==> src/hdl/ccp_pkg.sv <==
package ccp_pkg;

	typedef struct packed {
		logic               key_down;
		logic               scene_ready;
		logic signed [31:0] head_x;
		logic signed [31:0] head_y;
		logic signed [31:0] head_z;
		logic signed [15:0] quat_w;
		logic signed [15:0] quat_x;
		logic signed [15:0] quat_y;
		logic signed [15:0] quat_z;
	} ccp_req_t;

	typedef struct packed {
		logic signed [31:0] cam_pos_x;
		logic signed [31:0] cam_pos_y;
		logic signed [31:0] cam_pos_z;
		logic signed [15:0] right_x;
		logic signed [15:0] right_y;
		logic signed [15:0] right_z;
		logic signed [15:0] fwd_x;
		logic signed [15:0] fwd_y;
		logic signed [15:0] fwd_z;
		logic signed [15:0] up_x;
		logic signed [15:0] up_y;
		logic signed [15:0] up_z;
	} ccp_rsp_t;

	typedef enum logic [1:0] {
		CFG_ENABLE,
		CFG_DIST,
		CFG_HEIGHT,
		CFG_SIDE
	} ccp_cfg_t;

	typedef enum logic [3:0] {
		ST_IDLE,
		ST_MUL,
		ST_MWAIT,
		ST_SQ,
		ST_SQWAIT,
		ST_SQRT,
		ST_SQRTWAIT,
		ST_DIV,
		ST_DIVWAIT,
		ST_RSET,
		ST_OUT
	} ccp_state_t;

	typedef enum logic [1:0] {
		TGT_F,
		TGT_R,
		TGT_U
	} ccp_tgt_t;

	typedef enum logic [3:0] {
		SRC_QW, SRC_QX, SRC_QY, SRC_QZ,
		SRC_F0, SRC_F1, SRC_F2,
		SRC_R0, SRC_R1, SRC_R2,
		SRC_U0, SRC_U1, SRC_U2,
		SRC_DIST, SRC_HGT, SRC_SIDE
	} ccp_src_t;

	typedef enum logic [1:0] {
		DST_NONE,
		DST_FWD,
		DST_UP,
		DST_POS
	} ccp_dst_t;

	typedef struct packed {
		ccp_src_t   a;
		ccp_src_t   b;
		logic       neg;
		ccp_dst_t   dst;
		logic [1:0] comp;
	} ccp_op_t;

	localparam int OneQ14 = 16384;
	localparam int MulDigitW = 4;
	localparam int MulSteps = 32 / MulDigitW;
	localparam int SqrtSteps = 30;
	localparam int DivSteps = 15;

	localparam logic [4:0] OP_FWD_LAST = 5'd5;
	localparam logic [4:0] OP_BIAS = 5'd2;
	localparam logic [4:0] OP_UP_LAST = 5'd11;
	localparam logic [4:0] OP_POS_LAST = 5'd20;
	localparam logic signed [63:0] FWD_BIAS = 64'sd134217728;

	function automatic ccp_op_t op_of(input logic [4:0] idx);
		ccp_op_t o;
		unique case (idx)
			5'd0:  o = '{SRC_QX, SRC_QY, 1'b0, DST_NONE, 2'd0};
			5'd1:  o = '{SRC_QW, SRC_QZ, 1'b1, DST_FWD, 2'd0};
			5'd2:  o = '{SRC_QX, SRC_QX, 1'b1, DST_NONE, 2'd1};
			5'd3:  o = '{SRC_QZ, SRC_QZ, 1'b1, DST_FWD, 2'd1};
			5'd4:  o = '{SRC_QY, SRC_QZ, 1'b0, DST_NONE, 2'd2};
			5'd5:  o = '{SRC_QW, SRC_QX, 1'b0, DST_FWD, 2'd2};
			5'd6:  o = '{SRC_F1, SRC_R2, 1'b0, DST_NONE, 2'd0};
			5'd7:  o = '{SRC_F2, SRC_R1, 1'b1, DST_UP, 2'd0};
			5'd8:  o = '{SRC_F2, SRC_R0, 1'b0, DST_NONE, 2'd1};
			5'd9:  o = '{SRC_F0, SRC_R2, 1'b1, DST_UP, 2'd1};
			5'd10: o = '{SRC_F0, SRC_R1, 1'b0, DST_NONE, 2'd2};
			5'd11: o = '{SRC_F1, SRC_R0, 1'b1, DST_UP, 2'd2};
			5'd12: o = '{SRC_DIST, SRC_F0, 1'b1, DST_NONE, 2'd0};
			5'd13: o = '{SRC_HGT, SRC_U0, 1'b0, DST_NONE, 2'd0};
			5'd14: o = '{SRC_SIDE, SRC_R0, 1'b0, DST_POS, 2'd0};
			5'd15: o = '{SRC_DIST, SRC_F1, 1'b1, DST_NONE, 2'd1};
			5'd16: o = '{SRC_HGT, SRC_U1, 1'b0, DST_NONE, 2'd1};
			5'd17: o = '{SRC_SIDE, SRC_R1, 1'b0, DST_POS, 2'd1};
			5'd18: o = '{SRC_DIST, SRC_F2, 1'b1, DST_NONE, 2'd2};
			5'd19: o = '{SRC_HGT, SRC_U2, 1'b0, DST_NONE, 2'd2};
			5'd20: o = '{SRC_SIDE, SRC_R2, 1'b0, DST_POS, 2'd2};
			default: o = '{SRC_QW, SRC_QW, 1'b0, DST_NONE, 2'd0};
		endcase
		return o;
	endfunction

endpackage

==> src/hdl/ccp_mul.sv <==
module ccp_mul (
	input  logic               clk,
	input  logic               arst_n,
	input  logic               start,
	input  logic signed [31:0] a,
	input  logic signed [31:0] b,
	input  logic               neg,
	output logic               done,
	output logic signed [63:0] prod
);
	import ccp_pkg::*;

	logic [31:0] a_mag_q;
	logic [31:0] b_q;
	logic [63:0] p_q;
	logic        neg_q;
	logic [2:0]  cnt_q;
	logic        busy_q;
	logic        done_q;
	logic [35:0] pp;
	logic [67:0] sum;

	assign pp = 36'(a_mag_q) * 36'(b_q[MulDigitW-1:0]);
	assign sum = {4'd0, p_q} + {pp, 32'd0};

	always_ff @(posedge clk or negedge arst_n) begin
		if (!arst_n) begin
			busy_q <= 1'b0;
			done_q <= 1'b0;
			cnt_q  <= '0;
		end else begin
			done_q <= 1'b0;
			if (start) begin
				busy_q <= 1'b1;
				cnt_q  <= '0;
			end else if (busy_q) begin
				cnt_q <= cnt_q + 3'd1;
				if (cnt_q == 3'(MulSteps - 1)) begin
					busy_q <= 1'b0;
					done_q <= 1'b1;
				end
			end
		end
	end

	always_ff @(posedge clk) begin
		if (start) begin
			a_mag_q <= a[31] ? 32'(-a) : 32'(a);
			b_q     <= b[31] ? 32'(-b) : 32'(b);
			p_q     <= '0;
			neg_q   <= a[31] ^ b[31] ^ neg;
		end else if (busy_q) begin
			p_q <= sum[67:4];
			b_q <= b_q >> MulDigitW;
		end
	end

	assign done = done_q;
	assign prod = neg_q ? -$signed(p_q) : $signed(p_q);
endmodule

==> src/hdl/ccp_sqrt.sv <==
module ccp_sqrt (
	input  logic        clk,
	input  logic        arst_n,
	input  logic        start,
	input  logic [59:0] s,
	output logic        done,
	output logic [29:0] root
);
	import ccp_pkg::*;

	logic [59:0] s_q;
	logic [32:0] rem_q;
	logic [29:0] root_q;
	logic [4:0]  cnt_q;
	logic        busy_q;
	logic        done_q;
	logic [34:0] t;
	logic [34:0] trial;

	assign t = {rem_q, s_q[59:58]};
	assign trial = {3'd0, root_q, 2'b01};

	always_ff @(posedge clk or negedge arst_n) begin
		if (!arst_n) begin
			busy_q <= 1'b0;
			done_q <= 1'b0;
			cnt_q  <= '0;
		end else begin
			done_q <= 1'b0;
			if (start) begin
				busy_q <= 1'b1;
				cnt_q  <= '0;
			end else if (busy_q) begin
				cnt_q <= cnt_q + 5'd1;
				if (cnt_q == 5'(SqrtSteps - 1)) begin
					busy_q <= 1'b0;
					done_q <= 1'b1;
				end
			end
		end
	end

	always_ff @(posedge clk) begin
		if (start) begin
			s_q    <= s;
			rem_q  <= '0;
			root_q <= '0;
		end else if (busy_q) begin
			s_q <= {s_q[57:0], 2'b00};
			if (t >= trial) begin
				rem_q  <= 33'(t - trial);
				root_q <= {root_q[28:0], 1'b1};
			end else begin
				rem_q  <= t[32:0];
				root_q <= {root_q[28:0], 1'b0};
			end
		end
	end

	assign done = done_q;
	assign root = root_q;
endmodule

==> src/hdl/ccp_div.sv <==
module ccp_div (
	input  logic        clk,
	input  logic        arst_n,
	input  logic        start,
	input  logic [30:0] m,
	input  logic [29:0] d,
	output logic        done,
	output logic [14:0] q
);
	import ccp_pkg::*;

	logic [29:0] d_q;
	logic [29:0] r_q;
	logic [14:0] n_q;
	logic [14:0] q_q;
	logic [3:0]  cnt_q;
	logic        busy_q;
	logic        done_q;
	logic [44:0] num;
	logic [30:0] t;

	assign num = {m, 14'd0} + 45'(d >> 1);
	assign t = {r_q, n_q[14]};

	always_ff @(posedge clk or negedge arst_n) begin
		if (!arst_n) begin
			busy_q <= 1'b0;
			done_q <= 1'b0;
			cnt_q  <= '0;
		end else begin
			done_q <= 1'b0;
			if (start) begin
				busy_q <= 1'b1;
				cnt_q  <= '0;
			end else if (busy_q) begin
				cnt_q <= cnt_q + 4'd1;
				if (cnt_q == 4'(DivSteps - 1)) begin
					busy_q <= 1'b0;
					done_q <= 1'b1;
				end
			end
		end
	end

	always_ff @(posedge clk) begin
		if (start) begin
			d_q <= d;
			r_q <= num[44:15];
			n_q <= num[14:0];
			q_q <= '0;
		end else if (busy_q) begin
			n_q <= {n_q[13:0], 1'b0};
			if (t >= {1'b0, d_q}) begin
				r_q <= 30'(t - {1'b0, d_q});
				q_q <= {q_q[13:0], 1'b1};
			end else begin
				r_q <= t[29:0];
				q_q <= {q_q[13:0], 1'b0};
			end
		end
	end

	assign done = done_q;
	assign q = q_q;
endmodule

==> src/hdl/chase_camera_pose_core.sv <==
// Chase camera pose core.
// Request channel (req_valid / req_stall / req): one frame per request. A rising
// edge of key_down toggles the view flag on every accepted request. When the
// camera is enabled, the view is active and scene_ready is set, the request
// yields one pose on the response channel (rsp_valid / rsp_stall / rsp);
// otherwise it yields nothing and the core is ready again next cycle.
// Configuration: cfg_we writes cfg_data to register cfg_index (enable, follow
// distance, height offset, side offset); write only while idle.
// Sequencing: each of the 30 products runs through a radix-16 serial multiplier;
// the three square roots and the nine quotients are computed as well, all one
// after the other. A new request is taken once the pose is moved to the response
// register.
// Reset clears the view flag and key history and loads the register defaults
// (disabled, distance 768, zero offsets); no response is pending.
// A stalled response holds; the core accepts the next request meanwhile and
// waits before its own result if the response register is still full.
module chase_camera_pose_core (
	input  logic                clk,
	input  logic                arst_n,
	input  logic                req_valid,
	output logic                req_stall,
	input  ccp_pkg::ccp_req_t   req,
	output logic                rsp_valid,
	input  logic                rsp_stall,
	output ccp_pkg::ccp_rsp_t   rsp,
	input  logic                cfg_we,
	input  ccp_pkg::ccp_cfg_t   cfg_index,
	input  logic [15:0]         cfg_data
);
	import ccp_pkg::*;

	ccp_state_t state_q, state_d;
	ccp_tgt_t   tgt_q;
	logic [4:0] op_q;
	logic [1:0] k_q;

	logic               enable_q;
	logic [14:0]        dist_q;
	logic signed [15:0] height_q;
	logic signed [15:0] side_q;
	logic               view_active_q;
	logic               key_was_down_q;

	logic signed [15:0] qw_q, qx_q, qy_q, qz_q;
	logic signed [31:0] head_q [3];
	logic signed [30:0] v_q [3];
	logic signed [15:0] f_q [3];
	logic signed [15:0] rt_q [3];
	logic signed [15:0] up_q [3];
	logic signed [31:0] pos_q [3];
	logic signed [63:0] acc_q;
	logic [29:0]        r_q;

	ccp_rsp_t rsp_q;
	logic     rsp_valid_q;

	logic               accept;
	logic               new_active;
	logic               produce;
	logic               rsp_free;
	ccp_op_t            op;
	logic signed [31:0] mul_a, mul_b;
	logic               mul_neg;
	logic               mul_start, mul_done;
	logic signed [63:0] prod;
	logic signed [63:0] acc_sum;
	logic               sqrt_start, sqrt_done;
	logic [29:0]        root;
	logic               div_start, div_done;
	logic [30:0]        div_m;
	logic [14:0]        quo;
	logic signed [15:0] nval;
	logic signed [63:0] rnd;
	logic signed [32:0] pos_sum;
	logic signed [31:0] pos_sat;

	assign accept = req_valid && !req_stall;
	assign new_active = view_active_q ^ (req.key_down && !key_was_down_q);
	assign produce = enable_q && new_active && req.scene_ready;
	assign rsp_free = !rsp_valid_q || !rsp_stall;
	assign op = op_of(op_q);
	assign acc_sum = acc_q + prod;

	function automatic logic signed [31:0] src_val(input ccp_src_t s,
		input logic signed [15:0] qw, input logic signed [15:0] qx,
		input logic signed [15:0] qy, input logic signed [15:0] qz,
		input logic signed [15:0] f0, input logic signed [15:0] f1,
		input logic signed [15:0] f2, input logic signed [15:0] r0,
		input logic signed [15:0] r1, input logic signed [15:0] r2,
		input logic signed [15:0] u0, input logic signed [15:0] u1,
		input logic signed [15:0] u2, input logic [14:0] fdist,
		input logic signed [15:0] hgt, input logic signed [15:0] side);
		logic signed [15:0] v16;
		v16 = '0;
		case (s)
			SRC_QW:   v16 = qw;
			SRC_QX:   v16 = qx;
			SRC_QY:   v16 = qy;
			SRC_QZ:   v16 = qz;
			SRC_F0:   v16 = f0;
			SRC_F1:   v16 = f1;
			SRC_F2:   v16 = f2;
			SRC_R0:   v16 = r0;
			SRC_R1:   v16 = r1;
			SRC_R2:   v16 = r2;
			SRC_U0:   v16 = u0;
			SRC_U1:   v16 = u1;
			SRC_U2:   v16 = u2;
			SRC_DIST: v16 = $signed({1'b0, fdist});
			SRC_HGT:  v16 = hgt;
			SRC_SIDE: v16 = side;
			default:  v16 = '0;
		endcase
		return 32'(v16);
	endfunction

	always_comb begin
		if (state_q == ST_SQ) begin
			mul_a   = 32'(v_q[k_q]);
			mul_b   = 32'(v_q[k_q]);
			mul_neg = 1'b0;
		end else begin
			mul_a = src_val(op.a, qw_q, qx_q, qy_q, qz_q, f_q[0], f_q[1], f_q[2],
				rt_q[0], rt_q[1], rt_q[2], up_q[0], up_q[1], up_q[2],
				dist_q, height_q, side_q);
			mul_b = src_val(op.b, qw_q, qx_q, qy_q, qz_q, f_q[0], f_q[1], f_q[2],
				rt_q[0], rt_q[1], rt_q[2], up_q[0], up_q[1], up_q[2],
				dist_q, height_q, side_q);
			mul_neg = op.neg;
		end
	end

	assign div_m = v_q[k_q][30] ? 31'(-v_q[k_q]) : 31'(v_q[k_q]);
	assign nval = (r_q == '0) ? 16'sd0 :
		(v_q[k_q][30] ? -$signed({1'b0, quo}) : $signed({1'b0, quo}));

	assign rnd = (acc_sum + 64'sd8192) >>> 14;
	assign pos_sum = 33'(head_q[op.comp]) + 33'(rnd);
	assign pos_sat = (pos_sum[32] != pos_sum[31]) ?
		(pos_sum[32] ? $signed({1'b1, 31'd0}) : $signed({1'b0, {31{1'b1}}})) :
		pos_sum[31:0];

	ccp_mul u_mul (
		.clk    (clk),
		.arst_n (arst_n),
		.start  (mul_start),
		.a      (mul_a),
		.b      (mul_b),
		.neg    (mul_neg),
		.done   (mul_done),
		.prod   (prod)
	);

	ccp_sqrt u_sqrt (
		.clk    (clk),
		.arst_n (arst_n),
		.start  (sqrt_start),
		.s      (acc_q[59:0]),
		.done   (sqrt_done),
		.root   (root)
	);

	ccp_div u_div (
		.clk    (clk),
		.arst_n (arst_n),
		.start  (div_start),
		.m      (div_m),
		.d      (r_q),
		.done   (div_done),
		.q      (quo)
	);

	always_comb begin
		state_d = state_q;
		unique case (state_q)
			ST_IDLE:     if (accept && produce) state_d = ST_MUL;
			ST_MUL:      state_d = ST_MWAIT;
			ST_MWAIT: begin
				if (mul_done) begin
					if (op_q == OP_FWD_LAST || op_q == OP_UP_LAST) state_d = ST_SQ;
					else if (op_q == OP_POS_LAST) state_d = ST_OUT;
					else state_d = ST_MUL;
				end
			end
			ST_SQ:       state_d = ST_SQWAIT;
			ST_SQWAIT:   if (mul_done) state_d = (k_q == 2'd2) ? ST_SQRT : ST_SQ;
			ST_SQRT:     state_d = ST_SQRTWAIT;
			ST_SQRTWAIT: if (sqrt_done) state_d = ST_DIV;
			ST_DIV:      state_d = ST_DIVWAIT;
			ST_DIVWAIT: begin
				if (div_done) begin
					if (k_q != 2'd2) state_d = ST_DIV;
					else if (tgt_q == TGT_F) state_d = ST_RSET;
					else state_d = ST_MUL;
				end
			end
			ST_RSET:     state_d = ST_SQ;
			ST_OUT:      if (rsp_free) state_d = ST_IDLE;
			default:     state_d = ST_IDLE;
		endcase
	end

	always_comb begin
		req_stall  = (state_q != ST_IDLE);
		mul_start  = (state_q == ST_MUL) || (state_q == ST_SQ);
		sqrt_start = (state_q == ST_SQRT);
		div_start  = (state_q == ST_DIV);
	end

	always_ff @(posedge clk or negedge arst_n) begin
		if (!arst_n) begin
			state_q        <= ST_IDLE;
			tgt_q          <= TGT_F;
			op_q           <= '0;
			k_q            <= '0;
			enable_q       <= 1'b0;
			dist_q         <= 15'd768;
			height_q       <= '0;
			side_q         <= '0;
			view_active_q  <= 1'b0;
			key_was_down_q <= 1'b0;
			rsp_valid_q    <= 1'b0;
		end else begin
			state_q <= state_d;
			if (cfg_we) begin
				unique case (cfg_index)
					CFG_ENABLE: enable_q <= cfg_data[0];
					CFG_DIST:   dist_q   <= cfg_data[14:0];
					CFG_HEIGHT: height_q <= $signed(cfg_data);
					CFG_SIDE:   side_q   <= $signed(cfg_data);
					default:    ;
				endcase
			end
			if (accept) begin
				view_active_q  <= new_active;
				key_was_down_q <= req.key_down;
				op_q           <= '0;
				k_q            <= '0;
			end
			if (state_q == ST_MWAIT && mul_done) begin
				op_q <= op_q + 5'd1;
				if (op_q == OP_FWD_LAST) tgt_q <= TGT_F;
				if (op_q == OP_UP_LAST) tgt_q <= TGT_U;
			end
			if ((state_q == ST_SQWAIT && mul_done) || (state_q == ST_DIVWAIT && div_done))
				k_q <= (k_q == 2'd2) ? 2'd0 : k_q + 2'd1;
			if (state_q == ST_RSET) tgt_q <= TGT_R;
			if (state_q == ST_OUT && rsp_free) rsp_valid_q <= 1'b1;
			else if (!rsp_stall) rsp_valid_q <= 1'b0;
		end
	end

	always_ff @(posedge clk) begin
		if (accept && produce) begin
			acc_q     <= '0;
			head_q[0] <= req.head_x;
			head_q[1] <= req.head_y;
			head_q[2] <= req.head_z;
			qx_q      <= req.quat_x;
			qy_q      <= req.quat_y;
			qz_q      <= req.quat_z;
			if (req.quat_w == '0 && req.quat_x == '0 && req.quat_y == '0 &&
				req.quat_z == '0)
				qw_q <= 16'(OneQ14);
			else
				qw_q <= req.quat_w;
		end
		if (state_q == ST_MWAIT && mul_done) begin
			if (op.dst != DST_NONE)
				acc_q <= (op_q + 5'd1 == OP_BIAS) ? FWD_BIAS : 64'sd0;
			else
				acc_q <= acc_sum;
			case (op.dst)
				DST_FWD: v_q[op.comp] <= 31'(acc_sum >>> 3);
				DST_UP:  v_q[op.comp] <= 31'(acc_sum);
				DST_POS: pos_q[op.comp] <= pos_sat;
				default: ;
			endcase
		end
		if (state_q == ST_SQWAIT && mul_done) acc_q <= acc_sum;
		if (state_q == ST_SQRTWAIT && sqrt_done) begin
			r_q   <= root;
			acc_q <= '0;
		end
		if (state_q == ST_DIVWAIT && div_done) begin
			case (tgt_q)
				TGT_F:   f_q[k_q]  <= nval;
				TGT_R:   rt_q[k_q] <= nval;
				default: up_q[k_q] <= nval;
			endcase
		end
		if (state_q == ST_RSET) begin
			v_q[0] <= -(31'(f_q[1]) <<< 14);
			v_q[1] <= 31'(f_q[0]) <<< 14;
			v_q[2] <= '0;
		end
		if (state_q == ST_OUT && rsp_free) begin
			rsp_q.cam_pos_x <= pos_q[0];
			rsp_q.cam_pos_y <= pos_q[1];
			rsp_q.cam_pos_z <= pos_q[2];
			rsp_q.right_x   <= rt_q[0];
			rsp_q.right_y   <= rt_q[1];
			rsp_q.right_z   <= rt_q[2];
			rsp_q.fwd_x     <= f_q[0];
			rsp_q.fwd_y     <= f_q[1];
			rsp_q.fwd_z     <= f_q[2];
			rsp_q.up_x      <= up_q[0];
			rsp_q.up_y      <= up_q[1];
			rsp_q.up_z      <= up_q[2];
		end
	end

	assign rsp_valid = rsp_valid_q;
	assign rsp = rsp_q;
endmodule
==> config.mk <==
export PLATFORM = sky130hd
export DESIGN_NAME = chase_camera_pose_core
export DESIGN_NICKNAME = d
export VERILOG_FILES = /design/src/hdl/ccp_pkg.sv /design/src/hdl/ccp_mul.sv /design/src/hdl/ccp_sqrt.sv /design/src/hdl/ccp_div.sv /design/src/hdl/chase_camera_pose_core.sv
export SDC_FILE = /design/constraint.sdc
export NUM_CORES = 2
export LEC_CHECK = 0
export BUFFER_PORTS_ARGS = -buffer_cell sky130_fd_sc_hd__buf_2
export CORE_MARGIN = 2
export CORE_UTILIZATION = 30
export CTS_CLUSTER_SIZE = 28
export DETAILED_ROUTE_END_ITERATION = 6
export SLEW_MARGIN = 20
export SYNTH_ARGS = -nofsm -noshare
export SYNTH_HDL_FRONTEND = slang
export SYNTH_HIERARCHICAL = 1
export SYNTH_SLANG_ARGS = --single-unit
==> constraint.sdc <==
create_clock -name clk -period 37.3 [get_ports clk]
set_clock_uncertainty 0.05 [all_clocks]
set_input_delay 3.73 -clock clk [delete_from_list [all_inputs] [get_ports clk]]
set_output_delay 3.73 -clock clk [all_outputs]
set_load 0.01 [all_outputs]
== Word-level counts from Yosys, hierarchy flattened ==
Memories as Yosys holds them, arrays and structs flattened. A register that Yosys moved wholly into a read port is not among the register bits.
Index checks and enable logic that the tools add are counted.
W data, S select, Z words.
Storage, ports and cells
  flip-flop bits (word level): 726
  memory bits (writable): 429
  memory bits (read-only): 416
  input bits: 185
  logic and storage cells: 295
  memories: 7
Operators by class
  add/sub/neg operators: 18
  $mul: 1
  magnitude comparators: 2
  eq/ne operators: 64
  mux-type cells: 103
  bitwise operators: 4
  reduce and logical (&&, ||, !) cells: 49
Memories
  (no name shown): depth 32, bits a word 13, rd ports 1, clocked after memory_dff 0, wr ports 0, line ccp_pkg.sv:94  | unique case (idx)
  head_q: depth 3, bits a word 32, rd ports 1, clocked after memory_dff 0, wr ports 3, line chase_camera_pose_core.sv:45  | logic signed [31:0] head_q [3];
  pos_q: depth 3, bits a word 32, rd ports 3, clocked after memory_dff 3, wr ports 1, line chase_camera_pose_core.sv:50  | logic signed [31:0] pos_q [3];
  v_q: depth 3, bits a word 31, rd ports 1, clocked after memory_dff 0, wr ports 3, line chase_camera_pose_core.sv:46  | logic signed [30:0] v_q [3];
  f_q: depth 3, bits a word 16, rd ports 3, clocked after memory_dff 0, wr ports 1, line chase_camera_pose_core.sv:47  | logic signed [15:0] f_q [3];
  rt_q: depth 3, bits a word 16, rd ports 3, clocked after memory_dff 0, wr ports 1, line chase_camera_pose_core.sv:48  | logic signed [15:0] rt_q [3];
  1 more memories
Operator list (number)
  $pmux W16 S16: 2
  $mux W64: 5
  $mux W32: 7
  $mux W31: 4
  $mux W60: 2
  $mux W30: 3
  $eq A4 B4 Y1 const B: 20
  $add A64 B68 Y68: 1
  $add A64 B64 Y64: 1
  $logic_not A16 Y1: 4
  $neg A32 Y32: 2
  $neg A64 Y64: 1
  $eq A4 B3 Y1 const B: 12
  $mux W4: 12
  $add A47 B15 Y47 const B: 1
  $mux W1: 46
  $add A45 B29 Y45: 1
  $pmux W4 S11: 1
  $mul A32 B4 Y36: 1
  $ge A35 B32 Y1: 1
  $add A32 B33 Y33: 1
  $mux W33: 1
  $sub A33 B32 Y33: 1
  $mux W16: 2
  41 further kinds: 109

== Depth between registers and ports, before layout ==
  depth in word-level cells: 9
  depth in mapped cells: 34
  depth with buffers taken out: 32

== Modules after synthesis ==
The synthesis kept the hierarchy.
By module, submodules not included
  chase_camera_pose_core: instances 1, cells an instance 3366, area an instance 41986.5 um^2, sequential area each 26197.6 um^2
  ccp_mul: instances 1, cells an instance 1523, area an instance 13146.4 um^2, sequential area each 3358.2 um^2
  ccp_sqrt: instances 1, cells an instance 751, area an instance 7285.7 um^2, sequential area each 3238.1 um^2
  ccp_div: instances 1, cells an instance 693, area an instance 6676.4 um^2, sequential area each 2702.6 um^2

== Worst setup path before layout ==
Ideal clock, no wire load.
  path type: input-to-reg
  from: input req[161] (netlist name)
  to: register acc_q[48]
  setup time: 0.174 ns
  data arrival time: 16.316 ns
  setup slack: 20.760 ns
  cell stages on the path: 8
  path buffers: 2
  cell sequence: nor2b_1 > xnor2_1 > nor3_1 > a31oi_1 > clkbuf_1 > buf_1 > a22oi_1 > nor2_1
Between the ends
  word-level cells in the longest chain between the ends: 6
Ends and longest elaborated chain
  from (decl): line chase_camera_pose_core.sv:22  | input ccp_pkg::ccp_req_t req,
  $logic_and A1 B1 Y1: line chase_camera_pose_core.sv:78  | assign new_active = view_active_q ^ (req.key_down && !key_was_down_q);
  $xor A1 B1 Y1: line chase_camera_pose_core.sv:78
  $logic_and A1 B1 Y1 (2 in a row): line chase_camera_pose_core.sv:79  | assign produce = enable_q && new_active && req.scene_ready;
  $logic_and A1 B1 Y1: line chase_camera_pose_core.sv:254  | if (accept && produce) begin
  $reduce_bool A3 Y1 (no source line)
  to (signal assigned): line chase_camera_pose_core.sv:270  | acc_q <= (op_q + 5'd1 == OP_BIAS) ? FWD_BIAS : 64'sd0;
  to (signal assigned): line chase_camera_pose_core.sv:272  | acc_q <= acc_sum;
  to (signal assigned): line chase_camera_pose_core.sv:280  | if (state_q == ST_SQWAIT && mul_done) acc_q <= acc_sum;
  to (decl): line chase_camera_pose_core.sv:51  | logic signed [63:0] acc_q;
Every way passes these cells.
A chain may end at the register's enable or synchronous reset.

== Final worst setup path ==
  from: register u_mul.p_q[6]
  to: memory pos_q[1][9] (data pin)
Between the ends
  word-level cells in the longest chain between the ends: 7
  elaborated cells between the ends (all ways): 8
  classes of those cells: add/sub (4); eq/ne (1); mux (3)
Ends and longest elaborated chain
  from (decl): line ccp_mul.sv:15  | logic [63:0] p_q;
  from (signal assigned): line ccp_mul.sv:53  | p_q <= sum[67:4];
  $neg A64 Y64 *: line ccp_mul.sv:59  | assign prod = neg_q ? -$signed(p_q) : $signed(p_q);
  $mux W64 *: line ccp_mul.sv:59
  named net prod[19]: line chase_camera_pose_core.sv:65  | logic signed [63:0] prod;
  $add A64 B64 Y64 *: line chase_camera_pose_core.sv:82  | assign acc_sum = acc_q + prod;
  $add A47 B15 Y47 *: line chase_camera_pose_core.sv:137  | assign rnd = (acc_sum + 64'sd8192) >>> 14;
  $add A32 B33 Y33 *: line chase_camera_pose_core.sv:138  | assign pos_sum = 33'(head_q[op.comp]) + 33'(rnd);
  $mux W32 / $ne A1 B1 Y1 (equally long branches): line chase_camera_pose_core.sv:140, chase_camera_pose_core.sv:139
  $mux W32 *: line chase_camera_pose_core.sv:139  | assign pos_sat = (pos_sum[32] != pos_sum[31]) ?
  named net pos_sat[9]: line chase_camera_pose_core.sv:75  | logic signed [31:0] pos_sat;
  to (decl): line chase_camera_pose_core.sv:50
The timed path passes the listed nets; every way through them passes the cells marked *.

==> reports/metrics.cfg <==
[run_status]
status=finished, violations left
failed_checks=design-rule violations

[drt]
drt_wl_total_um=230000
post-route-drc-count=14
dr.pass1.iters=7
via_per_inst=5.38
drtIter0Drc=5687
ant_nets=0
vias=52800
wl_per_cell_um=23.4

[clock_tree]
htreeDepth=4
insertion_delay_ns=0.81
cts_tree=yes
cts_buffer_depth=3
cts_setup_buffers=0
cts-buffers-inserted=134
cts_root_buffer=clkbuf_16
postCtsHoldBufs=0
clock-sinks=1278
clk_pin_slew_ns=0.06
ctsResizeCount=0

[worst_setup_path]
cp_max_fo=32
cp_common_cell=nand2_1
reg2reg_slack_ns=28.09
critPathLaunchType=flip-flop
worst-endpoint-arrival_ns=9.67
cp.depth=30
path_class=reg -> reg
crit_family=simple AND/OR/NAND/NOR gates
cp_slowest_cell=nor3_1
path_buf_inv=1
rr_worst_depth=30
endpoint_kind=flip-flop
timing.rr.end=pos_q[1][9]
max_stage_delay_ns=0.73
r2r-start=u_mul/p_q[6]
required_ns=37.76

[cells_and_area]
layout-drive-gt1-share=0.147
nNetsFinal=7191
fill_cells=22900
syn_to_final_growth_pct=14.9
multi_input_area_sq_um=31500
finalNonFillerCells=9823
layout_common_cells=edfxtp_1, nor2_1, nand2_1, buf_2, a21oi_1
fin_util=0.346
final_common_cell=edfxtp_1
register_area_sq_um=35500

[timing]
slew_violations=0
period_share=0.247
post-route-min-period_ns=9.21
worst_slew_pin_slew_ns=1.23
setup_violations=0
whs_ns=0.364
hold_viol_final=0
rsz0062_at_grt=false
finalSetupTns_ns=0
fmax_ghz=0.109
slew_headroom=0.177

[floorplanning]
fp.dieH_um=484
boundaryPins=427
start_util=0.301
die_w_um=484
row_count=176
coreArea_sq_um=229000
die-area_sq_um=234000

[min_path]
hold_start=pos_q[0][12]
hold_class=reg -> reg
min_path_cells=0
hold_path_end=rsp[220]

[placed_design]
hpwl_um=168000
numPortBuffers=426
place_inst=9568
gp_congestion=0.933

[global_route]
grt_max_degree=145
grt_pass1_vias=51000
grt_pass1_wl_um=336000
antenna_found_initial=34
grt-ovfl-total=0
grtUsageTotal=0.189

[power_and_ir_drop]
leakage_nw=28.1
power_mw=2.96
powerDensity_nw_per_um2=37.4
ir_worst_vdd_v=0.0000346

[yosys]
syn_avg_cell_area_sq_um=10.9
synthesis.instances=6321
syn_nets=6834
yosysWarnings=6
syn_area_sq_um=69000

[job]
cap_violations=0

[power breakdown]
| part | switching [mW] | total [mW] | internal, mW |
|---|---|---|---|
| Combinational | 0.0146 | 0.0298 | 0.0152 |
| Sequential | 0.00899 | 1.53 | 1.52 |
| Clock | 0.612 | 1.40 | 0.792 |
| Total | 0.636 | 2.96 | 2.33 |
[stage by stage]
| step | area, sq um | setup slack (ns) |
|---|---|---|
| floorplan | 69000 | 20.76 |
| global placement | 74700 | 28.24 |
| detailed placement | 74700 | 28.15 |
| CTS | 79300 | 28.12 |
| global route | 79300 | 27.30 |
| finish | 79300 | 28.09 |
[how the worst max path moves through the flow]
stage	startpoint	end	slack, ns
2_1_floorplan	req[161]	acc_q[48]	20.76
3_3_place_gp	u_mul/p_q[6]	pos_q[0][4]	28.24
3_5_place_dp	u_mul/p_q[6]	pos_q[0][5]	28.15
4_1_cts	u_mul/p_q[7]	pos_q[1][9]	28.12
5_1_grt	u_mul/p_q[6]	pos_q[1][3]	27.30
6_report	u_mul/p_q[6]	pos_q[1][9]	28.09
[cell type report]
type,count,share of cell area
Multi-Input combinational cell,4461,0.397
Antenna cell,7,0.000221
Clock inverter,79,0.0126
Timing Repair Buffer,526,0.0366
Sequential cell,1278,0.448
Inverter,277,0.0131
Clock buffer,169,0.0451
Tap cell,3026,0.0477
[routing by layer]
| layer | global-route usage | wire length [um] | vias to the layer above |
|---|---|---|---|
| li1 | - | - | 24100 |
| met1 | 0.250 | 97100 | 25900 |
| met2 | 0.301 | 105000 | 2350 |
| met3 | 0.0420 | 19300 | 487 |
| met4 | 0.0688 | 8440 | 28 |
| met5 | 0 | 179 | - |
[state kept, by name, summed over array words and instances, names as in the netlist, 48 cells and up]
name and cells:
up_q 48, acc_q 60, v_q 124, rt_q 48
rsp 240, pos_q 96, u_sqrt/s_q 60, f_q 48
head_q 96, u_mul/p_q 64
(Power assumes the default switching activity.)
